$ cat src/sv/hlpg_pkg.sv
package hlpg_pkg;

    localparam int PIXEL_COUNT_DEF = 5;

    localparam int CFG_IDX_W  = 3;
    localparam int CFG_DATA_W = 9;

    localparam int PCT_MAX = 100;

    localparam logic [2:0] MODE_RST     = 3'd0;
    localparam logic [8:0] HUE_LOW_RST  = 9'd0;
    localparam logic [8:0] HUE_HIGH_RST = 9'd359;
    localparam logic [6:0] SAT_LOW_RST  = 7'd0;
    localparam logic [6:0] SAT_HIGH_RST = 7'd99;
    localparam logic [6:0] VAL_LOW_RST  = 7'd0;
    localparam logic [6:0] VAL_HIGH_RST = 7'd24;

    // reciprocal constants, exact floor over the whole numerator range
    localparam int          HUE_SH     = 16;
    localparam int unsigned HUE_RECIP  = 1093;
    localparam int          SH_100     = 22;
    localparam int unsigned RECIP_100  = ((32'd1 << SH_100) + 32'd99) / 32'd100;
    localparam int          SH_10K     = 36;
    localparam longint unsigned RECIP_10K =
        ((64'd1 << SH_10K) + 64'd9999) / 64'd10000;
    localparam int          SH_600K    = 48;
    localparam longint unsigned RECIP_600K =
        ((64'd1 << SH_600K) + 64'd599999) / 64'd600000;

    typedef enum logic [2:0] {
        CFG_PATTERN_MODE = 3'd0,
        CFG_HUE_LOW      = 3'd1,
        CFG_HUE_HIGH     = 3'd2,
        CFG_SAT_LOW      = 3'd3,
        CFG_SAT_HIGH     = 3'd4,
        CFG_VAL_LOW      = 3'd5,
        CFG_VAL_HIGH     = 3'd6
    } t_cfg_idx;

    typedef enum logic [2:0] {
        MODE_WALK_END   = 3'd0,
        MODE_WALK_START = 3'd1,
        MODE_MIDDLE_OUT = 3'd2,
        MODE_ENDS_IN    = 3'd3,
        MODE_RANDOM     = 3'd4
    } t_mode;

    typedef enum logic [2:0] {
        ST_IDLE,
        ST_SECTOR,
        ST_FRAC,
        ST_PROD,
        ST_SCALE,
        ST_COLOR,
        ST_OUT0,
        ST_OUT1
    } t_state;

    typedef struct packed {
        logic [4:0] hue_step;
        logic [2:0] sat_step;
        logic [2:0] val_step;
        logic [2:0] random_pixel;
    } t_in_item;

    typedef struct packed {
        logic [2:0] pixel_index;
        logic [7:0] red;
        logic [7:0] green;
        logic [7:0] blue;
        logic       last_write;
    } t_out_item;

    typedef struct packed {
        logic load;
        logic sel;
    } t_dp_cmd;

    typedef struct packed {
        logic [1:0] count;
    } t_dp_stat;

endpackage

$ cat src/sv/hlpg_ctrl.sv
module hlpg_ctrl (
    input  logic                i_clk,
    input  logic                i_rst_n,
    input  logic                i_in_valid,
    output logic                o_in_ready,
    output logic                o_out_valid,
    input  logic                i_out_ready,
    input  hlpg_pkg::t_dp_stat  i_stat,
    output hlpg_pkg::t_dp_cmd   o_cmd
);

    hlpg_pkg::t_state r_state;
    hlpg_pkg::t_state n_state;

    always_ff @(posedge i_clk) begin
        if (!i_rst_n) begin
            r_state <= hlpg_pkg::ST_IDLE;
        end else begin
            r_state <= n_state;
        end
    end

    always_comb begin
        n_state     = r_state;
        o_in_ready  = 1'b0;
        o_out_valid = 1'b0;
        o_cmd.load  = 1'b0;
        o_cmd.sel   = 1'b0;
        case (r_state)
            hlpg_pkg::ST_IDLE: begin
                o_in_ready = 1'b1;
                if (i_in_valid) begin
                    o_cmd.load = 1'b1;
                    n_state    = hlpg_pkg::ST_SECTOR;
                end
            end
            hlpg_pkg::ST_SECTOR: n_state = hlpg_pkg::ST_FRAC;
            hlpg_pkg::ST_FRAC:   n_state = hlpg_pkg::ST_PROD;
            hlpg_pkg::ST_PROD:   n_state = hlpg_pkg::ST_SCALE;
            hlpg_pkg::ST_SCALE:  n_state = hlpg_pkg::ST_COLOR;
            hlpg_pkg::ST_COLOR: begin
                n_state = (i_stat.count == 2'd0) ? hlpg_pkg::ST_IDLE : hlpg_pkg::ST_OUT0;
            end
            hlpg_pkg::ST_OUT0: begin
                o_out_valid = 1'b1;
                if (i_out_ready) begin
                    n_state = (i_stat.count == 2'd2) ? hlpg_pkg::ST_OUT1 : hlpg_pkg::ST_IDLE;
                end
            end
            hlpg_pkg::ST_OUT1: begin
                o_out_valid = 1'b1;
                o_cmd.sel   = 1'b1;
                if (i_out_ready) begin
                    n_state = hlpg_pkg::ST_IDLE;
                end
            end
            default: n_state = hlpg_pkg::ST_IDLE;
        endcase
    end

endmodule

$ cat src/sv/hlpg_datapath.sv
module hlpg_datapath #(
    parameter int PIXEL_COUNT = hlpg_pkg::PIXEL_COUNT_DEF
) (
    input  logic                                i_clk,
    input  logic                                i_rst_n,
    input  logic                                i_cfg_we,
    input  logic [hlpg_pkg::CFG_IDX_W-1:0]      i_cfg_idx,
    input  logic [hlpg_pkg::CFG_DATA_W-1:0]     i_cfg_data,
    input  hlpg_pkg::t_in_item                  i_item,
    input  hlpg_pkg::t_dp_cmd                   i_cmd,
    output hlpg_pkg::t_dp_stat                  o_stat,
    output hlpg_pkg::t_out_item                 o_item
);

    localparam int WALK_W = (PIXEL_COUNT > 1) ? $clog2(PIXEL_COUNT) : 1;
    localparam int POS_W  = $clog2(PIXEL_COUNT + 1);
    localparam int CAND_W = (POS_W > 3) ? POS_W : 3;
    localparam int MID    = PIXEL_COUNT / 2 + 1;

    // configuration
    logic [2:0] r_mode;
    logic [8:0] r_hue_low, r_hue_high;
    logic [6:0] r_sat_low, r_sat_high, r_val_low, r_val_high;

    // kept channels and walk
    logic [8:0]        r_hue;
    logic [6:0]        r_sat, r_val;
    logic [WALK_W-1:0] r_walk;

    // pixel writes of the current tick
    logic [1:0] r_count;
    logic [2:0] r_idx0, r_idx1;

    // conversion stages
    logic [3:0]  r_sector;
    logic [14:0] r_nv;
    logic [6:0]  r_sc;
    logic [5:0]  r_fr;
    logic [21:0] r_np;
    logic [7:0]  r_cv;
    logic [12:0] r_sf, r_sg;
    logic [7:0]  r_cp;
    logic [27:0] r_nq, r_nt;
    logic [7:0]  r_red, r_green, r_blue;

    always_ff @(posedge i_clk) begin
        if (!i_rst_n) begin
            r_mode     <= hlpg_pkg::MODE_RST;
            r_hue_low  <= hlpg_pkg::HUE_LOW_RST;
            r_hue_high <= hlpg_pkg::HUE_HIGH_RST;
            r_sat_low  <= hlpg_pkg::SAT_LOW_RST;
            r_sat_high <= hlpg_pkg::SAT_HIGH_RST;
            r_val_low  <= hlpg_pkg::VAL_LOW_RST;
            r_val_high <= hlpg_pkg::VAL_HIGH_RST;
        end else if (i_cfg_we) begin
            case (i_cfg_idx)
                hlpg_pkg::CFG_PATTERN_MODE: r_mode     <= i_cfg_data[2:0];
                hlpg_pkg::CFG_HUE_LOW:      r_hue_low  <= i_cfg_data[8:0];
                hlpg_pkg::CFG_HUE_HIGH:     r_hue_high <= i_cfg_data[8:0];
                hlpg_pkg::CFG_SAT_LOW:      r_sat_low  <= i_cfg_data[6:0];
                hlpg_pkg::CFG_SAT_HIGH:     r_sat_high <= i_cfg_data[6:0];
                hlpg_pkg::CFG_VAL_LOW:      r_val_low  <= i_cfg_data[6:0];
                hlpg_pkg::CFG_VAL_HIGH:     r_val_high <= i_cfg_data[6:0];
                default: ;
            endcase
        end
    end

    // channel update with wrap and clamp
    logic [9:0]  w_hue_sum;
    logic [10:0] w_hue_wrap;
    logic [7:0]  w_sat_sum, w_val_sum;
    logic [8:0]  w_sat_wrap, w_val_wrap;
    logic [6:0]  n_hue_sat, n_val;
    logic [8:0]  n_hue;
    logic [6:0]  n_sat;

    always_comb begin
        w_hue_sum  = 10'(r_hue) + 10'(i_item.hue_step);
        w_hue_wrap = (w_hue_sum > 10'(r_hue_high))
                   ? 11'(w_hue_sum) - 11'(r_hue_high) + 11'(r_hue_low)
                   : 11'(w_hue_sum);
        n_hue      = w_hue_wrap[8:0];

        w_sat_sum  = 8'(r_sat) + 8'(i_item.sat_step);
        w_sat_wrap = (w_sat_sum > 8'(r_sat_high))
                   ? 9'(w_sat_sum) - 9'(r_sat_high) + 9'(r_sat_low)
                   : 9'(w_sat_sum);
        n_sat      = (w_sat_wrap > 9'(hlpg_pkg::PCT_MAX)) ? 7'(hlpg_pkg::PCT_MAX)
                                                         : w_sat_wrap[6:0];

        w_val_sum  = 8'(r_val) + 8'(i_item.val_step);
        w_val_wrap = (w_val_sum > 8'(r_val_high))
                   ? 9'(w_val_sum) - 9'(r_val_high) + 9'(r_val_low)
                   : 9'(w_val_sum);
        n_val      = (w_val_wrap > 9'(hlpg_pkg::PCT_MAX)) ? 7'(hlpg_pkg::PCT_MAX)
                                                         : w_val_wrap[6:0];
        n_hue_sat  = n_sat;
    end

    // pattern selection
    logic [POS_W-1:0]  w_limit, w_inc;
    logic [WALK_W-1:0] w_i, n_walk;
    logic [CAND_W-1:0] w_wi, w_c0, w_c1, w_idx0;
    logic              w_two, w_v0, w_v1;
    logic [1:0]        n_count;

    always_comb begin
        w_limit = ((r_mode == hlpg_pkg::MODE_WALK_END) || (r_mode == hlpg_pkg::MODE_WALK_START))
                ? POS_W'(PIXEL_COUNT) : POS_W'(MID);
        w_i     = (POS_W'(r_walk) < w_limit) ? r_walk : '0;
        w_inc   = POS_W'(w_i) + POS_W'(1);
        n_walk  = (w_inc >= w_limit) ? '0 : w_inc[WALK_W-1:0];
        w_wi    = CAND_W'(w_i);
        w_two   = 1'b0;
        w_c0    = w_wi;
        w_c1    = w_wi;
        case (r_mode)
            hlpg_pkg::MODE_WALK_END: begin
                w_c0 = CAND_W'(PIXEL_COUNT - 1) - w_wi;
            end
            hlpg_pkg::MODE_WALK_START: begin
                w_c0 = w_wi;
            end
            hlpg_pkg::MODE_MIDDLE_OUT: begin
                w_two = 1'b1;
                w_c0  = CAND_W'(MID - 1) + w_wi;
                w_c1  = CAND_W'(MID - 1) - w_wi;
            end
            hlpg_pkg::MODE_ENDS_IN: begin
                w_two = 1'b1;
                w_c0  = w_wi;
                w_c1  = CAND_W'(PIXEL_COUNT - 1) - w_wi;
            end
            default: begin
                w_c0   = CAND_W'(i_item.random_pixel);
                n_walk = '0;
            end
        endcase
        w_v0    = (w_c0 < CAND_W'(PIXEL_COUNT));
        w_v1    = w_two && (w_c1 < CAND_W'(PIXEL_COUNT)) && !(w_v0 && (w_c1 == w_c0));
        w_idx0  = w_v0 ? w_c0 : w_c1;
        n_count = 2'(w_v0) + 2'(w_v1);
    end

    always_ff @(posedge i_clk) begin
        if (!i_rst_n) begin
            r_hue  <= '0;
            r_sat  <= '0;
            r_val  <= '0;
            r_walk <= '0;
        end else if (i_cmd.load) begin
            r_hue  <= n_hue;
            r_sat  <= n_hue_sat;
            r_val  <= n_val;
            r_walk <= n_walk;
        end
    end

    always_ff @(posedge i_clk) begin
        if (i_cmd.load) begin
            r_count <= n_count;
            r_idx0  <= w_idx0[2:0];
            r_idx1  <= w_c1[2:0];
        end
    end

    // hsv to rgb, one multiplier level per stage
    logic [19:0] w_hq;
    logic [5:0]  w_fr;
    logic [5:0]  w_fr_inv;
    logic [30:0] w_cv_prod;
    logic [44:0] w_cp_prod;
    logic [56:0] w_cq_prod, w_ct_prod;
    logic [7:0]  w_cq, w_ct;

    always_comb begin
        w_hq      = 20'(r_hue) * 20'(hlpg_pkg::HUE_RECIP);
        w_fr      = 6'(10'(r_hue) - 10'(r_sector) * 10'd60);
        w_fr_inv  = 6'd60 - r_fr;
        w_cv_prod = 31'(r_nv) * 31'(hlpg_pkg::RECIP_100);
        w_cp_prod = 45'(r_np) * 45'(hlpg_pkg::RECIP_10K);
        w_cq_prod = 57'(r_nq) * 57'(hlpg_pkg::RECIP_600K);
        w_ct_prod = 57'(r_nt) * 57'(hlpg_pkg::RECIP_600K);
        w_cq      = w_cq_prod[hlpg_pkg::SH_600K +: 8];
        w_ct      = w_ct_prod[hlpg_pkg::SH_600K +: 8];
    end

    always_ff @(posedge i_clk) begin
        // sector, 255 v and 100 - s
        r_sector <= w_hq[hlpg_pkg::HUE_SH +: 4];
        r_nv     <= 15'(r_val) * 15'd255;
        r_sc     <= 7'(hlpg_pkg::PCT_MAX) - r_sat;
        // fraction, p numerator, v component
        r_fr     <= w_fr;
        r_np     <= 22'(r_nv) * 22'(r_sc);
        r_cv     <= w_cv_prod[hlpg_pkg::SH_100 +: 8];
        // saturation products, p component
        r_sf     <= 13'(r_sat) * 13'(r_fr);
        r_sg     <= 13'(r_sat) * 13'(w_fr_inv);
        r_cp     <= w_cp_prod[hlpg_pkg::SH_10K +: 8];
        // q and t numerators
        r_nq     <= 28'(r_nv) * 28'(13'd6000 - r_sf);
        r_nt     <= 28'(r_nv) * 28'(13'd6000 - r_sg);
        // sector select
        case (r_sector)
            4'd0: begin
                r_red <= r_cv; r_green <= w_ct; r_blue <= r_cp;
            end
            4'd1: begin
                r_red <= w_cq; r_green <= r_cv; r_blue <= r_cp;
            end
            4'd2: begin
                r_red <= r_cp; r_green <= r_cv; r_blue <= w_ct;
            end
            4'd3: begin
                r_red <= r_cp; r_green <= w_cq; r_blue <= r_cv;
            end
            4'd4: begin
                r_red <= w_ct; r_green <= r_cp; r_blue <= r_cv;
            end
            default: begin
                r_red <= r_cv; r_green <= r_cp; r_blue <= w_cq;
            end
        endcase
    end

    assign o_stat.count      = r_count;
    assign o_item.pixel_index = i_cmd.sel ? r_idx1 : r_idx0;
    assign o_item.red        = r_red;
    assign o_item.green      = r_green;
    assign o_item.blue       = r_blue;
    assign o_item.last_write = i_cmd.sel | (r_count == 2'd1);

endmodule

$ cat src/sv/hsv_led_pattern_generator.sv
// Takes one animation tick per input beat, steps the kept hue, saturation and
// value, converts them to RGB and emits zero, one or two pixel writes for the
// selected pattern. One tick is in flight at a time: the input is taken in the
// idle cycle, the color conversion then runs through the sector, fraction,
// product, scale and color states of its chain of constant-reciprocal
// multipliers, and each pixel write is one output beat that holds while the
// output is stalled. The next tick is taken after the last beat.
module hsv_led_pattern_generator #(
    parameter int PIXEL_COUNT = hlpg_pkg::PIXEL_COUNT_DEF
) (
    input  logic                            i_clk,
    input  logic                            i_rst_n,
    input  logic                            i_cfg_we,
    input  logic [hlpg_pkg::CFG_IDX_W-1:0]  i_cfg_idx,
    input  logic [hlpg_pkg::CFG_DATA_W-1:0] i_cfg_data,
    input  logic                            i_in_valid,
    output logic                            o_in_ready,
    input  hlpg_pkg::t_in_item              i_in_data,
    output logic                            o_out_valid,
    input  logic                            i_out_ready,
    output hlpg_pkg::t_out_item             o_out_data
);

    hlpg_pkg::t_dp_cmd  w_cmd;
    hlpg_pkg::t_dp_stat w_stat;

    hlpg_ctrl u_ctrl (
        .i_clk       (i_clk),
        .i_rst_n     (i_rst_n),
        .i_in_valid  (i_in_valid),
        .o_in_ready  (o_in_ready),
        .o_out_valid (o_out_valid),
        .i_out_ready (i_out_ready),
        .i_stat      (w_stat),
        .o_cmd       (w_cmd)
    );

    hlpg_datapath #(
        .PIXEL_COUNT (PIXEL_COUNT)
    ) u_datapath (
        .i_clk      (i_clk),
        .i_rst_n    (i_rst_n),
        .i_cfg_we   (i_cfg_we),
        .i_cfg_idx  (i_cfg_idx),
        .i_cfg_data (i_cfg_data),
        .i_item     (i_in_data),
        .i_cmd      (w_cmd),
        .o_stat     (w_stat),
        .o_item     (o_out_data)
    );

endmodule

$ cat config.mk
export PLATFORM = sky130hd
export DESIGN_NAME = hsv_led_pattern_generator
export DESIGN_NICKNAME = d
export VERILOG_FILES = /design/src/sv/hlpg_pkg.sv /design/src/sv/hlpg_ctrl.sv /design/src/sv/hlpg_datapath.sv /design/src/sv/hsv_led_pattern_generator.sv
export SDC_FILE = /design/constraint.sdc
export NUM_CORES = 2
export LEC_CHECK = 0
export BUFFER_PORTS_ARGS = -buffer_cell sky130_fd_sc_hd__buf_4
export CAP_MARGIN = 0
export CORE_MARGIN = 4
export CORE_UTILIZATION = 70
export DETAILED_ROUTE_END_ITERATION = 7
export GPL_ROUTABILITY_DRIVEN = 0
export GPL_TIMING_DRIVEN = 0
export PLACE_DENSITY = 0.89
export SYNTH_ARGS = -nofsm -noshare
export SYNTH_HDL_FRONTEND = slang
export SYNTH_SLANG_ARGS = --single-unit
$ cat constraint.sdc
create_clock -name i_clk -period 21.8 [get_ports i_clk]
set_input_delay 2.18 -clock i_clk [delete_from_list [all_inputs] [get_ports i_clk]]
set_output_delay 2.18 -clock i_clk [all_outputs]
set_load 0.05 [all_outputs]
==> flow_summary.yaml <==
run_status:
  status: "finished, violations left"
  violations: "DRC"
timing:
  fin_crit_sh_pct: 43.4
  finalHoldViolCount: 0
  finalMaxSlewViolations: 0
  max_slew.worst_pin.slew_ps: 1350
  setup_tns_ps: 0
  timing.hold.ws_ps: 465
  finClkSkew_ps: 29.3
  rsz0062_at_grt: "false"
  max_freq_mhz: 106
  setup_viol: 0
  relSlewSlack_pct: 9.99
  finalCriticalPeriod_ps: 9450
setup_path:
  slowest_stage: "nor4_2"
  crit_top_cell: "fa_1"
  max_stage_delay_ps: 980
  r2r_setup_slack_ps: 12350
  ff2ff_path_depth: 26
  worstPathRequired_ps: 22350
  critical_path.endpoint_type: "register"
  timing.rr.start: "u_datapath.r_sf[0]"
  path_class: "register to register"
  crit_fanout: 10
  cp.arrival_ps: 10000
  worst_r2r_endpoint: "u_datapath.r_nt[27]"
  critPathLaunchType: "register"
hold_path:
  min_path_type: "register to register"
  hold_end: "u_datapath.r_hue_high[3]"
  hold_path.startpoint: "u_datapath.r_hue_high[3]"
  min_path_cells: 2
logic_synthesis:
  netlist_top_cells_count: "inv_1 (2051), fa_1 (1399), ha_1 (1137)"
  synth.area.top_cells: "fa_1 (41%), ha_1 (21%), inv_1 (11%)"
  netlist.area_leader.share_pct: 40.6
  synth_edf_count: 8
  synthesis.area_mm2: 0.0689
  seq_area_frac_synth_pct: 7.67
  synth_seq_cells: 260
  avgSynthCellArea_um2: 9.58
  syn_nets: 9761
  synth_cells: 7194
  synthArstFlopShare_pct: 0
  yosysTopAreaCell: "fa_1"
  yosys_warnings: 0
  synth-main-ff-cell: "dfxtp_1"
  yosysUniqueCellTypes: 73
  yosysMostFrequentCell: "inv_1"
clocking:
  cts.path.max_buffers: 3
  cts-root-buf: "clkbuf_16"
  post_cts_resized: 0
  path_clk_slew_ps: 70
  numCtsBuffers: 31
  cts_tree: "done"
  holdBufCountCts: 0
  cts.sinks: 260
  clock_latency_ps: 640
  h-tree-depth: 1
  cts_setup_buffers: 0
drt:
  viasPerCell: 6.07
  ant_nets: 0
  firstDrtPassIters: 8
  routed_wl_mm: 190
  vias: 52200
  drt_iter0_markers: 4665
  drcViolationCount: 61
  wl_per_cell_um: 22.1
die:
  die_w_um: 322
  dieArea_mm2: 0.104
  initial_utilization_pct: 71.0
  pin_count: 61
  die-height_um: 322
  core.rowCount: 114
  coreArea_mm2: 0.0971
final_layout:
  final_nets: 9855
  area_delta_synth_final_pct: 4.58
  fillers: 5987
  layout-drive-gt1-share_pct: 2.04
global_routing:
  gr-usage-all-layers_pct: 37.6
  grt_max_degree: 23
  grt_pass1_wl_mm: 303
  gr-total-overflow: 0
  grt_pass1_vias: 58200
  antenna_found_initial: 10
job:
  cap_violations: 0
place:
  place_hpwl_mm: 162
  io_buffers: 60
==> layout make-up <==
| type | instances | area (µm²) | area share [%] |
|---|---|---|---|
| clock buffers | 38 | 842 | 1.17 |
| flip-flops and latches | 260 | 5290 | 7.33 |
| diodes | 11 | 27.5 | 0.0382 |
| inverters | 2051 | 7700 | 10.7 |
| multi-input cells | 4753 | 55500 | 76.9 |
| well taps | 1276 | 1600 | 2.21 |
| clock inverters | 20 | 235 | 0.326 |
| plain buffers | 130 | 489 | 0.679 |
| repair buffers | 61 | 455 | 0.632 |
==> cells in the final DEF (no fill, tap or decap), types with 11 or more instances in the layout <==
cell type	instances
o221ai_1	16
a31oi_1	19
nor3_1	55
nand2_1	505
mux2i_1	35
and3_1	19
a22oi_1	23
nor2_1	213
o21ai_0	100
nand3_1	43
xor2_1	99
fa_1	1399
a21oi_1	178
buf_4	60
nor2b_1	36
a21o_1	99
o211ai_1	20
nand4_1	22
a211oi_1	29
nand2b_1	33
xnor2_1	188
inv_1	2051
dfxtp_1	251
a221o_1	12
diode_2	11
clkbuf_1	127
ha_1	1137
and2_1	232
o21bai_1	45
o21a_1	44
clkbuf_16	31
==> kinds of logic after synthesis <==
logic type      after synthesis  synth area share [%]
buf+inv                    2181                  11.9
mux                          44                 0.655
simple gates               1204                  8.23
xor+xnor                    287                  3.65
flops                       260                  7.67
fa+ha+maj                  2536                  61.3
compound gates              682                  6.66
==> how the worst max path moves through the flow <==
stage | start | cells past startpoint | slack (ps) | end
6_report | u_datapath.r_sf[0] | 26 | 12350 | u_datapath.r_nt[27]
3_3_place_gp | u_datapath.r_sf[0] | 29 | 12970 | u_datapath.r_nq[27]
2_1_floorplan | u_datapath.r_sf[0] | 29 | 14120 | u_datapath.r_nq[27]
5_1_grt | u_datapath.r_sf[0] | 29 | 11930 | u_datapath.r_nt[27]
3_5_place_dp | u_datapath.r_sf[0] | 29 | 12810 | u_datapath.r_nq[27]
4_1_cts | u_datapath.r_sf[0] | 29 | 12630 | u_datapath.r_nq[27]
==> registers in the layout, summed over array words and instances (netlist names), 8 cells and up <==
register / cells
u_datapath.r_sf: 13
u_datapath.r_green: 8
u_datapath.r_sg: 12
u_datapath.r_hue: 9
u_datapath.r_cp: 8
u_datapath.r_nv: 15
u_datapath.r_nq: 28
u_datapath.r_cv: 8
u_datapath.r_blue: 8
u_datapath.r_hue_high: 9
u_datapath.r_red: 8
u_datapath.r_hue_low: 9
u_datapath.r_np: 22
u_datapath.r_nt: 27
==> metal layers <==
layer,track usage (%),wire (µm),up-vias
li1,-,-,22100
met1,42.0,62200,25600
met2,61.3,88400,3289
met3,11.0,21000,1256
met4,27.9,18200,8
met5,0.602,112,-
==> metrics by stage <==
| stage | instance area [µm²] | worst slack (ps) | instances | utilization (%) |
|---|---|---|---|---|
| after floorplan | 68900 | 14120 | 7194 | - |
| after global placement | 71000 | 12970 | 8530 | 73.1 |
| after detailed placement | 71000 | 12810 | 8531 | 73.1 |
| after CTS | 72100 | 12630 | 8589 | 74.2 |
| after global routing | 72100 | 11930 | 8591 | 74.2 |
| final | 72100 | 12350 | 8600 | 74.2 |
==> worst max-delay path: cells and delay by family, from the launching register on <==
kind                       cells  cell delay (ps)
adders and majority gates      7             3260
buffers and inverters          4              860
DFF                            1              300
AOI/OAI and AO/OA              8             2480
xor gates and xnor gates       2              650
and+or+nand+nor                5             1780
Power is not shown: default switching activity piles up to over one toggle a cycle in this logic, so the estimate is an artifact.
